$ cat config.mk
export PLATFORM = sky130hd
export DESIGN_NAME = spq_cell
export DESIGN_NICKNAME = d
export VERILOG_FILES = /design/src/rtl/spq_pkg.sv /design/src/rtl/spq_cell.sv
export SDC_FILE = /design/constraint.sdc
export NUM_CORES = 1
export LEC_CHECK = 0
export ABC_CLOCK_PERIOD_IN_PS = 6900
export CORE_AREA = 2 2 104 106
export CTS_CLUSTER_DIAMETER = 50
export DETAILED_ROUTE_END_ITERATION = 6
export DIE_AREA = 0 0 106 108
export DONT_BUFFER_PORTS = 1
export GPL_TIMING_DRIVEN = 0
export PLACE_DENSITY = 0.6
export SYNTH_ARGS = -nofsm -noshare
export SYNTH_HDL_FRONTEND = slang
export SYNTH_SLANG_ARGS = --single-unit
$ cat constraint.sdc
create_clock -name clk -period 6.9 [get_ports clk]
set_clock_uncertainty 0.2 [all_clocks]
set_input_delay 1.035 -clock clk [delete_from_list [all_inputs] [get_ports clk]]
set_output_delay 1.035 -clock clk [all_outputs]
set_load 0.1 [all_outputs]
$ cat src/rtl/spq_pkg.sv
// Shared types, codes and constants of the sorted priority queue.
// No dependencies; the RTL files use it through scoped names, the testbench files import it.
`default_nettype none

package spq_pkg;

  localparam int TAG_W        = 32;
  localparam int PRIO_W       = 32;
  localparam int CAPACITY_DEF = 64;

  // Largest priority is reserved as a sentinel.
  localparam logic [PRIO_W-1:0] PRIO_RESERVED = {1'b0, {(PRIO_W-1){1'b1}}};

  typedef enum logic [1:0] {
    ACT_INSERT = 2'd0,
    ACT_POP    = 2'd1,
    ACT_QUERY  = 2'd2,
    ACT_NOP    = 2'd3
  } action_t;

  typedef enum logic [1:0] {
    ST_OK    = 2'd0,
    ST_FULL  = 2'd1,
    ST_EMPTY = 2'd2
  } status_t;

  // One stored entry of a cell.
  typedef struct packed {
    logic              valid;
    logic [PRIO_W-1:0] prio;
    logic [TAG_W-1:0]  tag;
  } entry_t;

  // Operation broadcast to every cell in the accept cycle.
  typedef struct packed {
    logic              ins;
    logic              pop;
    logic              qry;
    logic [PRIO_W-1:0] prio;
    logic [TAG_W-1:0]  tag;
  } cell_cmd_t;

  // Clamp the reserved priority to the next lower value.
  function automatic logic [PRIO_W-1:0] take_priority(input logic [PRIO_W-1:0] raw);
    take_priority = (raw == PRIO_RESERVED) ? (PRIO_RESERVED - 1'b1) : raw;
  endfunction

endpackage

`default_nettype wire

$ cat src/rtl/spq_cell.sv
// One cell of the sorted chain: holds a single entry, compares it against
// the broadcast operation and shifts with its neighbors. Depends on spq_pkg.
`default_nettype none

module spq_cell (
  input  wire logic               clk,
  input  wire logic               rst,
  input  wire spq_pkg::cell_cmd_t cmd,
  input  wire spq_pkg::entry_t    left,
  input  wire logic               left_keep,
  input  wire spq_pkg::entry_t    right,
  output spq_pkg::entry_t         ent,
  output logic                    keep,
  output logic                    hit
);

  spq_pkg::entry_t ent_next;
  logic            match;

  // Keep position when own entry is valid and its priority is lower than or equal to the new one.
  assign keep  = ent.valid && ($signed(ent.prio) <= $signed(cmd.prio));
  assign match = ent.valid && (ent.prio == cmd.prio) && (ent.tag == cmd.tag);

  always_comb begin
    ent_next = ent;
    if (cmd.ins) begin
      if (!keep) begin
        if (left_keep) begin
          ent_next = spq_pkg::entry_t'{valid: 1'b1, prio: cmd.prio, tag: cmd.tag};
        end else begin
          ent_next = left;
        end
      end
    end else if (cmd.pop) begin
      ent_next = right;
    end
  end

  // Only the valid bit is reset; payload follows the chain.
  always_ff @(posedge clk) begin
    if (rst) begin
      ent.valid <= 1'b0;
    end else begin
      ent.valid <= ent_next.valid;
    end
    ent.prio <= ent_next.prio;
    ent.tag  <= ent_next.tag;
    if (cmd.qry) begin
      hit <= match;
    end
  end

endmodule

`default_nettype wire

==> results by group, run 1 <==
Status
  • Status: completed

Placement
  • Placed cells: 602
  • Placer Congestion: 0.810
  • Placed wire-length estimate: 10.8 mm
  • Port Buffers: 0
  • Area of placed instances: roughly 4900 µm²

Route
  • Routed WL: 13.3 mm
  • Final ANT Viol Nets: 0
  • First-pass DRT Iterations: 4
  • Drt wl/cell: ~21 µm
  • 1st-iter DRT viols: around 140
  • Vias per inst: ~5.7
  • DR DRC count: 0
  • DR vias: ~3.5k

Floorplanning
  • Die area: approximately 11000 µm²
  • # IOs: approximately 270
  • Row count: 37
  • Die Width: around 110 µm
  • Starting Density: between 40% and 50%
  • Core area: ~10000 µm²
  • Die H: around 110 µm

Timing
  • Tcrit/Tclk final: 70.3%
  • Setup TNS: 0 ns
  • Slew at the pin closest to its max-slew limit: 1.32 ns
  • F_max: slightly above 200 MHz
  • Period minus WS final: 4.85 ns
  • Slew headroom: a little under an eighth
  • Setup Viol. Count Final: 0
  • Fin Hold WS: roughly 0.60 ns
  • RSZ-0062 raised after global routing: false
  • Hold Vio Cnt, Final: 0
  • Slew Limit Fails: 0

CTS
  • H-tree Lvls: 3
  • CTS tree: yes
  • Total CTS buffers: 9
  • Clk slew on worst S/H paths: 0.07 ns
  • Skew-Pair Late Insertion Delay: between 0.3 and 0.4 ns
  • # hold bufs at CTS: 0
  • CTS sink cnt: 66
  • CTS max path bufs: 2
  • Post-CTS Setup Inserts: 0
  • Root Buffer: clkbuf_8
  • PostCTS Resize Cnt: 0

Setup path
  • Critical Path Slowest Stage Cell: edfxtp_1
  • Worst path max stage delay: slightly below 1 ns
  • Crit path capture type: output pin
  • WP data arrival: around 3.6 ns
  • Startpoint Class: flip-flop
  • Crit-path cells: ha_1, a21oi_1, nand2_1, a221oi_2, nor3b_2, a211o_1, a31oi_2
  • Crit path kind: flip-flop to output pin
  • Worst Path Required: between 5 and 6 ns
  • Crit path buf inv count: 0
  • CP delay by family, top: compound AO/OA/AOI/OAI gates
  • CP Max Fanout: 3

Pwr
  • Seq pwr share: 59.6%
  • Switching Share: 44.8%
  • Tot Pwr: roughly 1.4 mW
  • Switching power: approximately 0.65 mW
  • Max VDD drop: about 0.00014 V
  • PwrDens: around 280 nW/µm²
  • LEAKAGE: about 2.2 nW
  • Clock Power Share: ~25%
  • Comb power frac: between 10% and 20%
  • Pint: around 0.80 mW

Yosys
  • Post-synthesis xor/xnor area fraction: 6.07%
  • Cell taking the most area after synthesis: edfxtp_1
  • Adder-cell share of the synthesized area: between 8 and 9%
  • Synth Instances: roughly 460
  • Mapped cell area: roughly 4600 µm²
  • Synth Flop Type: edfxtp_1
  • Most frequent cell after synthesis: a21oi_1
  • Seq cells post-synth: between 60 and 70
  • Synth warn: 0
  • Syn Area/Cell: ~10 µm²
  • Top post-synthesis cells by area: edfxtp_1 42%, mux2i_1 14%, ha_1 8.7%, a21oi_1 8.6%, xor2_1 5.9%
  • Synth Area in Simple Gates: between 10% and 20%
  • Mux contribution to synthesized area: between 10 and 15%
  • Synth top area share: between 40% and 50%
  • Post-synthesis sequential area ratio: between 40% and 50%
  • Asr flop ratio synth: 0%
  • Distinct cell type count after synthesis: 34
  • Post-synth EDFFs: 65
  • Most instantiated cells after synthesis: 79 x a21oi_1, 69 x nor2_1, 65 x edfxtp_1
  • Syn nets: between 600 and 700
  • Main combinational cell family by area after synthesis: multiplexers
  • Synth Area in Compound Gates: between 10% and 20%

Final layout
  • Diode count: 0
  • Area grow syn2layout: 10.0%
  • Share of cells above drive strength 1: 7.47%
  • Fin nets: a little over 700
  • Final cell count without fillers: between 600 and 700
  • Final Cell Area: 5080 µm²

Min path
  • Hold Crit Class: input port to flip-flop

GRT
  • Largest net degree at the start of global routing: 22
  • Initial antenna violation count: 0
  • GR Overflow Total: 0
  • First-pass GRT wire length: ~20 mm
  • GRT Util Overall: 22.8%
  • Number of global-route vias before repair: 3779

Run
  • Max Cap Viol: 0
-- final timing paths --
path	end	from	depth (start not counted)	slack [ns]
worst min register to register	ent[64]	ent[64]	2	0.93
worst max-delay path	keep	ent[42]	7	2.05
worst max register to register	ent[0]	ent[63]	8	2.87
worst min-delay path	hit	cmd[64]	0	0.60
-- cell type report --
class	count	area, µm²
Clock buffer	10	128
Timing Repair Buffer	3	70.1
Sequential cell	66	1970
Multi-Input combinational cell	339	2430
Fill cell	962	5150
Clock inverter	6	81.3
Tap cell	136	170
Inverter	36	135
Buffer	22	92.6
-- cell families after synthesis --
logic type	after synthesis
mux	64
buf+inv	58
compound gates	94
xor+xnor	32
simple gates	117
flops	66
fa+ha+maj	32
-- sequential cells by signal, indices dropped and copies added (netlist names) --
signal and cells:
ent 65, hit 1
-- per-stage QoR --
step | util, % | setup WS, ns
after global placement | 46.8 | 0.0828
after floorplan | - | 1.52
after CTS | 49.7 | 2.00
after detailed placement | 47.6 | 2.31
final | 49.7 | 2.05
after global routing | 49.7 | 1.86
-- routing by layer --
metal,global-route usage [%],vias up,routed length [µm],part of all wire [%]
met5,0,-,0,0
met4,8.18,0,237,1.8
met3,8.20,15,1180,8.9
met2,42.4,180,6990,53
met1,23.7,1635,4860,37
li1,-,1687,-,-
-- power by group through the flow --
stage,logic (mW),registers (mW),clock network [mW]
global placement,0.211,0.872,0
CTS,0.231,0.861,0.365
detailed placement,0.230,0.868,0
finish,0.228,0.859,0.355
global route,0.257,0.865,0.381
floorplan,0.170,0.856,0
-- layout by cell type (no fill, tap or decap), types with 2 or more instances in the layout --
cell	synthesis	routed
a21oi_1	79	79
nor2_1	69	69
edfxtp_1	65	65
mux2i_1	64	64
inv_1	36	36
ha_1	32	32
xor2_1	31	31
clkbuf_1	11	12
nand2_1	10	10
nor4_1	9	9
clkbuf_8	0	9
buf_2	8	8
nand3_1	7	7
nand4_1	5	5
o21ai_0	4	4
nor3_1	4	4
o21ai_1	3	3
buf_1	3	3
nand4_2	2	2
a211o_1	2	2
nand4_4	2	2
and3_1	2	2
nor3b_1	2	2
clkinv_2	0	2
bufinv_16	0	2
buf_16	0	2
Power figures use the tool's default switching activity.
==> inputs of run 2 (changes only) <==
ABC_CLOCK_PERIOD_IN_PS = 4200   (was 6900)
PLACE_DENSITY = 0.63   (was 0.6)
clock period = 4.2 ns   (was 6.9 ns; I/O delays follow)
==> run 2 against run 1 <==
  * Critical path depth is 1 lower
  * Wire length is 3.2% higher
  * Non-clock buffer count stayed put
  * Critical path type unchanged
  * Highest routed layer unchanged
==> results by group, run 2 (synthesis gave the netlist of run 1 again) <==
Status
  • Status: completed

Pwr
  • Max VDD drop: 0.000247 V (+80%)
  • LEAKAGE: 2.16 nW (+0.35%)
  • PwrDens: 456 nW/µm² (+61%)
  • Tot Pwr: 2.42 mW (+68%)

Route
  • 1st-iter DRT viols: 162 (+17%)
  • DR DRC count: 0 (unchanged)
  • Final ANT Viol Nets: 0 (unchanged)
  • First-pass DRT Iterations: 4 (unchanged)
  • Drt wl/cell: 22.1 µm (+3.2%)
  • Vias per inst: 5.86 (+2.9%)
  • Routed WL: 13.7 mm (+3.2%)
  • DR vias: 3620 (+2.9%)

GRT
  • GR Overflow Total: 0 (unchanged)
  • Number of global-route vias before repair: 3993 (+5.7%)
  • Initial antenna violation count: 0 (unchanged)
  • GRT Util Overall: 23.5% (+0.71 points)
  • First-pass GRT wire length: 20.4 mm (+3.6%)
  • Largest net degree at the start of global routing: 22 (unchanged)

Setup path
  • Startpoint Class: flip-flop
  • Worst Reg-to-Reg Cells: 9 (+1)
  • CP Max Fanout: 2 (-1)
  • Reg2reg setup slack: 0.34 ns (-2.53 ns)
  • Crit. Startpoint: ent[33]
  • Worst R2R Start: ent[55]
  • Worst Path Required: 3.37 ns (-2.29 ns)
  • Crit path kind: flip-flop to output pin
  • Setup crit end: keep
  • R2R Path End: ent[0]
  • Crit path capture type: output pin
  • WP data arrival: 3.25 ns (-0.37 ns)

Floorplanning
  • Die Width: 106 µm (unchanged)
  • Die H: 108 µm (unchanged)
  • Starting Density: 45.1% (unchanged)
  • Die area: 11400 µm² (unchanged)
  • Core area: 10200 µm² (unchanged)
  • Row count: 37 (unchanged)
  • # IOs: 267 (unchanged)

Final layout
  • Final cell count without fillers: 618 (unchanged)
  • Diode count: 0 (unchanged)
  • Largest register FFs: 65 (unchanged)
  • Area grow syn2layout: 14.8%
  • FILL cells: 914 (-5.0%)
  • Multi-input gate area: 2640 µm² (+8.6%)
  • Fin nets: 709 (unchanged)
  • Largest Register: ent
  • Commonest cells after routing, fill and taps aside: 77 x a21oi_1, 69 x nor2_1, 65 x edfxtp_1
  • Commonest non-fill, non-tap cell in the layout: a21oi_1
  • FF/Latch Area: 1970 µm² (unchanged)
  • Share of cells above drive strength 1: 11.2% (+3.7 points)
  • Largest regs: ent x65, hit x1

CTS
  • Root Buffer: clkbuf_8
  • CTS max path bufs: 2 (unchanged)
  • CTS sink cnt: 66 (unchanged)
  • Total CTS buffers: 9 (unchanged)
  • CTS tree: yes
  • Skew-Pair Late Insertion Delay: 0.35 ns (about the same)
  • Clk slew on worst S/H paths: 0.07 ns (about the same)
  • H-tree Lvls: 3 (unchanged)

Timing
  • Slew headroom: 21.6% (+9.6 points)
  • Slew at the pin closest to its max-slew limit: 1.17 ns (-0.141 ns)
  • Period minus WS final: a little over 4 ns
  • Tcrit/Tclk final: between 90% and 100%
  • Hold Vio Cnt, Final: 0 (unchanged)
  • F_max: 245 MHz
  • Slew Limit Fails: 0 (unchanged)
  • Setup Viol. Count Final: 0 (unchanged)
  • Setup TNS: 0 ns (unchanged)
  • Final Worst Setup Slack: 0.125 ns (-1.92 ns)

Placement
  • Placer Congestion: 0.856 (+5.7%)
  • Post-Place Setup Slack: 0.134 ns (-2.18 ns)
  • Port Buffers: 0 (unchanged)
  • Placed wire-length estimate: 11.0 mm (+2.2%)
  • Placed cells: 602 (unchanged)

Run
  • Max Cap Viol: 0 (unchanged)

Min path
  • Hold Crit Depth: 0 (unchanged)
  • Hold Crit Class: input port to flip-flop
[run 2: cell count changes in the layout (fill, tap and decap cells not counted), moves of 2 or more]
| cell | previous run | this run |
|---|---|---|
| a21oi_1 | 79 | 77 |
| a21oi_2 | 0 | 2 |
| ha_1 | 32 | 17 |
| ha_4 | 0 | 15 |
[run 2: timing repair]
action	in CTS	in global routing
buffers inserted	0	0
hold buffers	0	0
endpoints found under the setup margin	1	1
endpoints found under the hold margin	0	0
pin swaps	0	5
gates resized for setup	1	8
[run 2: area by class of cell]
type,instances,share of cell area [%]
Buffer,22,1.75
Clock buffer,10,2.41
Tap cell,136,3.21
Clock inverter,6,1.53
Sequential cell,66,37.2
Multi-Input combinational cell,339,49.8
Inverter,36,2.55
Timing Repair Buffer,3,1.56
[run 2: metrics by stage]
| step | utilization [%] | area (µm²) | hold slack (ns) |
|---|---|---|---|
| 2_1_floorplan | - | 4760 | 0.542 |
| 3_3_place_gp | 48.1 | 4930 | 0.543 |
| 3_5_place_dp | 49.0 | 5010 | 0.543 |
| 4_1_cts | 51.1 | 5230 | 0.182 |
| 5_1_grt | 51.8 | 5300 | 0.174 |
| 6_report | 51.8 | 5300 | 0.197 |
[run 2: worst max-delay path, stage by stage, from the launching register on]
cell and delay [ns]:
edfxtp_1 0.98, ha_1 0.39, a21oi_1 0.13, o21ai_0 0.14, a211o_1 0.30, a211o_1 0.31, a31oi_4 0.65
[run 2: per-layer routing]
layer / track usage, % / part of all wire, %
met5: 0 / 0
met4: 8.93 / 2.4
met3: 7.53 / 8.2
met2: 42.7 / 52
met1: 25.6 / 37
[run 2: how the worst min path moves through the flow]
stage                     end  slack [ns]    start
after floorplan           hit        0.54  cmd[64]
after global placement    hit        0.54  cmd[64]
after detailed placement  hit        0.54  cmd[64]
after CTS                 hit        0.18  cmd[64]
after global routing      hit        0.17  cmd[64]
final                     hit        0.20  cmd[64]
[run 2: power by group]
part           switching (mW)  leakage [nW]  internal (mW)
logic                   0.229          1.41          0.180
clock network           0.259         0.104          0.331
registers               0.595         0.651          0.825
total                    1.08          2.16           1.34
==> inputs of run 3 (changes only) <==
ABC_AREA = 1   (was not set)
==> run 3 against run 2 <==
  * Synthesized cell count is 28% higher
  * Final area decreased by 6.5%
  * Power fell by 7.7%
  * Clock-buffer cell count unchanged
  * Critical endpoint unchanged
==> results by group, run 3 <==
Route
  • DR DRC count: 0 (unchanged)
  • Vias per inst: 5.66 (-3.4%)
  • Drt wl/cell: 19.9 µm (-10%)
  • Routed WL: 14.8 mm (+8.1%)
  • DR vias: 4199 (+16%)
  • Final ANT Viol Nets: 0 (unchanged)
  • 1st-iter DRT viols: 303 (+87%)
  • First-pass DRT Iterations: 5 (+1)

Final layout
  • Final Core Density: 48.4% (-3.4 points)
  • FILL cells: 1026 (+12%)
  • Area grow syn2layout: 7.05%
  • Share of cells above drive strength 1: 6.27% (-4.9 points)
  • Commonest cells after routing, fill and taps aside: 124 x o21ai_0, 117 x nand2_1, 75 x nor2_1
  • Largest register FFs: 65 (unchanged)
  • Largest Register: ent
  • Diode count: 0 (unchanged)
  • Fin nets: 834 (+18%)
  • Commonest non-fill, non-tap cell in the layout: o21ai_0
  • Largest regs: ent x65, hit x1
  • Final Cell Area: 4960 µm² (-6.5%)

Timing
  • Hold Vio Cnt, Final: 0 (unchanged)
  • Final Worst Setup Slack: 0.339 ns (+0.214 ns)
  • Fin Hold WS: 0.190 ns (-0.00703 ns)
  • Slew Limit Fails: 0 (unchanged)
  • RSZ-0062 raised after global routing: false
  • Period minus WS final: 3.86 ns (-0.214 ns)
  • Tcrit/Tclk final: 91.9% (-5.1 points)
  • Slew at the pin closest to its max-slew limit: 1.06 ns (-0.116 ns)
  • F_max: 259 MHz (+5.5%)
  • Setup Viol. Count Final: 0 (unchanged)
  • Slew headroom: 29.3% (+7.8 points)

Floorplanning
  • Die Width: 106 µm (unchanged)
  • Core area: 10200 µm² (unchanged)
  • # IOs: 267 (unchanged)
  • Row count: 37 (unchanged)
  • Die H: 108 µm (unchanged)
  • Starting Density: 45.2% (+0.11 points)
  • Die area: 11400 µm² (unchanged)

GRT
  • GR Overflow Total: 0 (unchanged)
  • GRT Util Overall: 24.9% (+1.4 points)
  • Largest net degree at the start of global routing: 65 (+200%)
  • Number of global-route vias before repair: 4061 (+1.7%)
  • First-pass GRT wire length: 21.3 mm (+4.3%)
  • Initial antenna violation count: 0 (unchanged)

Yosys
  • Distinct cell type count after synthesis: 36 (+5.9%)
  • Synth Flop Type: edfxtp_1
  • Syn Area/Cell: 7.83 µm² (-21%)
  • Seq cells post-synth: 66 (unchanged)
  • Cell taking the most area after synthesis: edfxtp_1
  • Syn nets: 823 (+18%)
  • Asr flop ratio synth: 0% (unchanged)
  • Most frequent cell after synthesis: o21ai_0
  • Synth warn: 0 (unchanged)
  • Post-synthesis sequential area ratio: 42.6% (-0.10 points)
  • Mapped cell area: 4630 µm² (+0.24%)
  • Synth top area share: 42.2% (-0.10 points)
  • Most instantiated cells after synthesis: 124 x o21ai_0, 117 x nand2_1, 75 x nor2_1
  • Synth Instances: 591 (+28%)
  • Post-synth EDFFs: 65 (unchanged)
  • Top post-synthesis cells by area: edfxtp_1 42%, o21ai_0 13%, nand2_1 9.5%, ha_1 8.6%, nor2_1 6.1%

CTS
  • Skew-Pair Late Insertion Delay: 0.35 ns (about the same)
  • Total CTS buffers: 9 (unchanged)
  • CTS tree: yes
  • Root Buffer: clkbuf_8
  • CTS max path bufs: 2 (unchanged)
  • H-tree Lvls: 3 (unchanged)
  • Clk slew on worst S/H paths: 0.07 ns (about the same)
  • # hold bufs at CTS: 0 (unchanged)
  • CTS sink cnt: 66 (unchanged)
  • Post-CTS Setup Inserts: 0 (unchanged)

Setup path
  • Startpoint Class: flip-flop
  • CP Max Fanout: 2 (unchanged)
  • R2R Path End: ent[2]
  • Crit. Startpoint: ent[33]
  • Setup crit end: keep
  • Worst Reg-to-Reg Cells: 15 (+6)
  • Worst R2R Start: ent[33]
  • Worst Path Required: 3.37 ns (about the same)
  • WP data arrival: 3.03 ns (-0.22 ns)
  • Reg2reg setup slack: 0.63 ns (+0.29 ns)
  • Crit path capture type: output pin
  • Crit path kind: flip-flop to output pin

Placement
  • Area of placed instances: 4800 µm² (-4.1%)
  • Placer Congestion: 0.896 (+4.7%)
  • Port Buffers: 0 (unchanged)
  • Post-Place Setup Slack: 0.557 ns (+0.423 ns)
  • Placed wire-length estimate: 11.8 mm (+7.0%)

Run
  • Max Cap Viol: 0 (unchanged)

Min path
  • Hold Crit Class: input port to flip-flop

Pwr
  • Max VDD drop: 0.000287 V (+16%)
  • LEAKAGE: 2.13 nW (-1.4%)
  • PwrDens: 450 nW/µm² (-1.3%)

Status
  • Status: completed
==> run 3: cell types whose count changed after synthesis, moves of 10 or more <==
cell	delta
mux2i_1	-64
nand2_1	+107
o21ai_0	+120
xor2_1	-28
o22ai_1	+10
a21oi_1	-65
inv_1	+32
==> run 3: area by class of cell <==
class                      instances  area, µm²  area share (%)
buffer                            28        131            2.65
clock buffer                      10        128            2.58
clock inverter                     5       22.5           0.454
sequential                        66       1970            39.8
multi-input combinational        427       2270            45.7
inverter                          70        267            5.38
tap                              136        170            3.43
==> run 3: routing by layer <==
metal	GRT usage, %	vias up	routed length, µm
met1	28.0	1906	5610
li1	-	2024	-
met2	44.5	246	7370
met3	7.29	23	1430
met5	0	-	0
met4	9.77	0	379
==> run 3: kinds of logic (layout without fill, tap and decap cells) <==
family | after synthesis | after routing | share of synthesized area [%]
simple gates | 217 | 217 | 19.2
compound gates | 173 | 173 | 20.1
fa+ha+maj | 32 | 32 | 8.65
flops | 66 | 66 | 42.6
buf+inv | 98 | 113 | 8.51
xor+xnor | 5 | 5 | 0.946
==> run 3: how the worst min path moves through the flow <==
stage | endpoint | slack (ns) | cells after the start | startpoint
after floorplan | hit | 0.54 | 0 | cmd[64]
after global placement | hit | 0.54 | 0 | cmd[64]
after detailed placement | hit | 0.54 | 0 | cmd[64]
after CTS | hit | 0.17 | 0 | cmd[64]
after global routing | hit | 0.17 | 0 | cmd[64]
final | hit | 0.19 | 0 | cmd[64]
==> run 3: metrics by stage <==
stage	std cells	setup TNS [ns]	total power [mW]
CTS	742	0	2.24
global route	742	0	2.32
finish	742	0	2.23
detailed placement	727	0	1.79
floorplan	591	0	1.69
global placement	727	-58.07	1.78
==> run 3: power by group <==
part | switching, mW | internal (mW) | total (mW) | leakage [nW]
logic | 0.217 | 0.125 | 0.341 | 1.38
registers | 0.607 | 0.828 | 1.43 | 0.673
clock network | 0.252 | 0.204 | 0.456 | 0.0808
==> run 3: what timing repair did <==
item	4_1_cts	5_1_grt
gates resized for setup	0	1
hold endpoints to repair	0	0
setup endpoints to repair	0	1
==> run 3: worst max-delay path, stage by stage (launching register included) <==
cell and delay, ns:
edfxtp_1 0.97, ha_1 0.40, nand2_1 0.07, nand2_1 0.04, nand2_1 0.05, nand2_1 0.05, nand2_1 0.08, nand2_1 0.06
nand2_1 0.06, nand2_1 0.06, nand2_1 0.08, nand2_1 0.05, nand2_1 0.06, nand3_2 0.08, nand2_1 0.11, clkinvlp_4 0.45
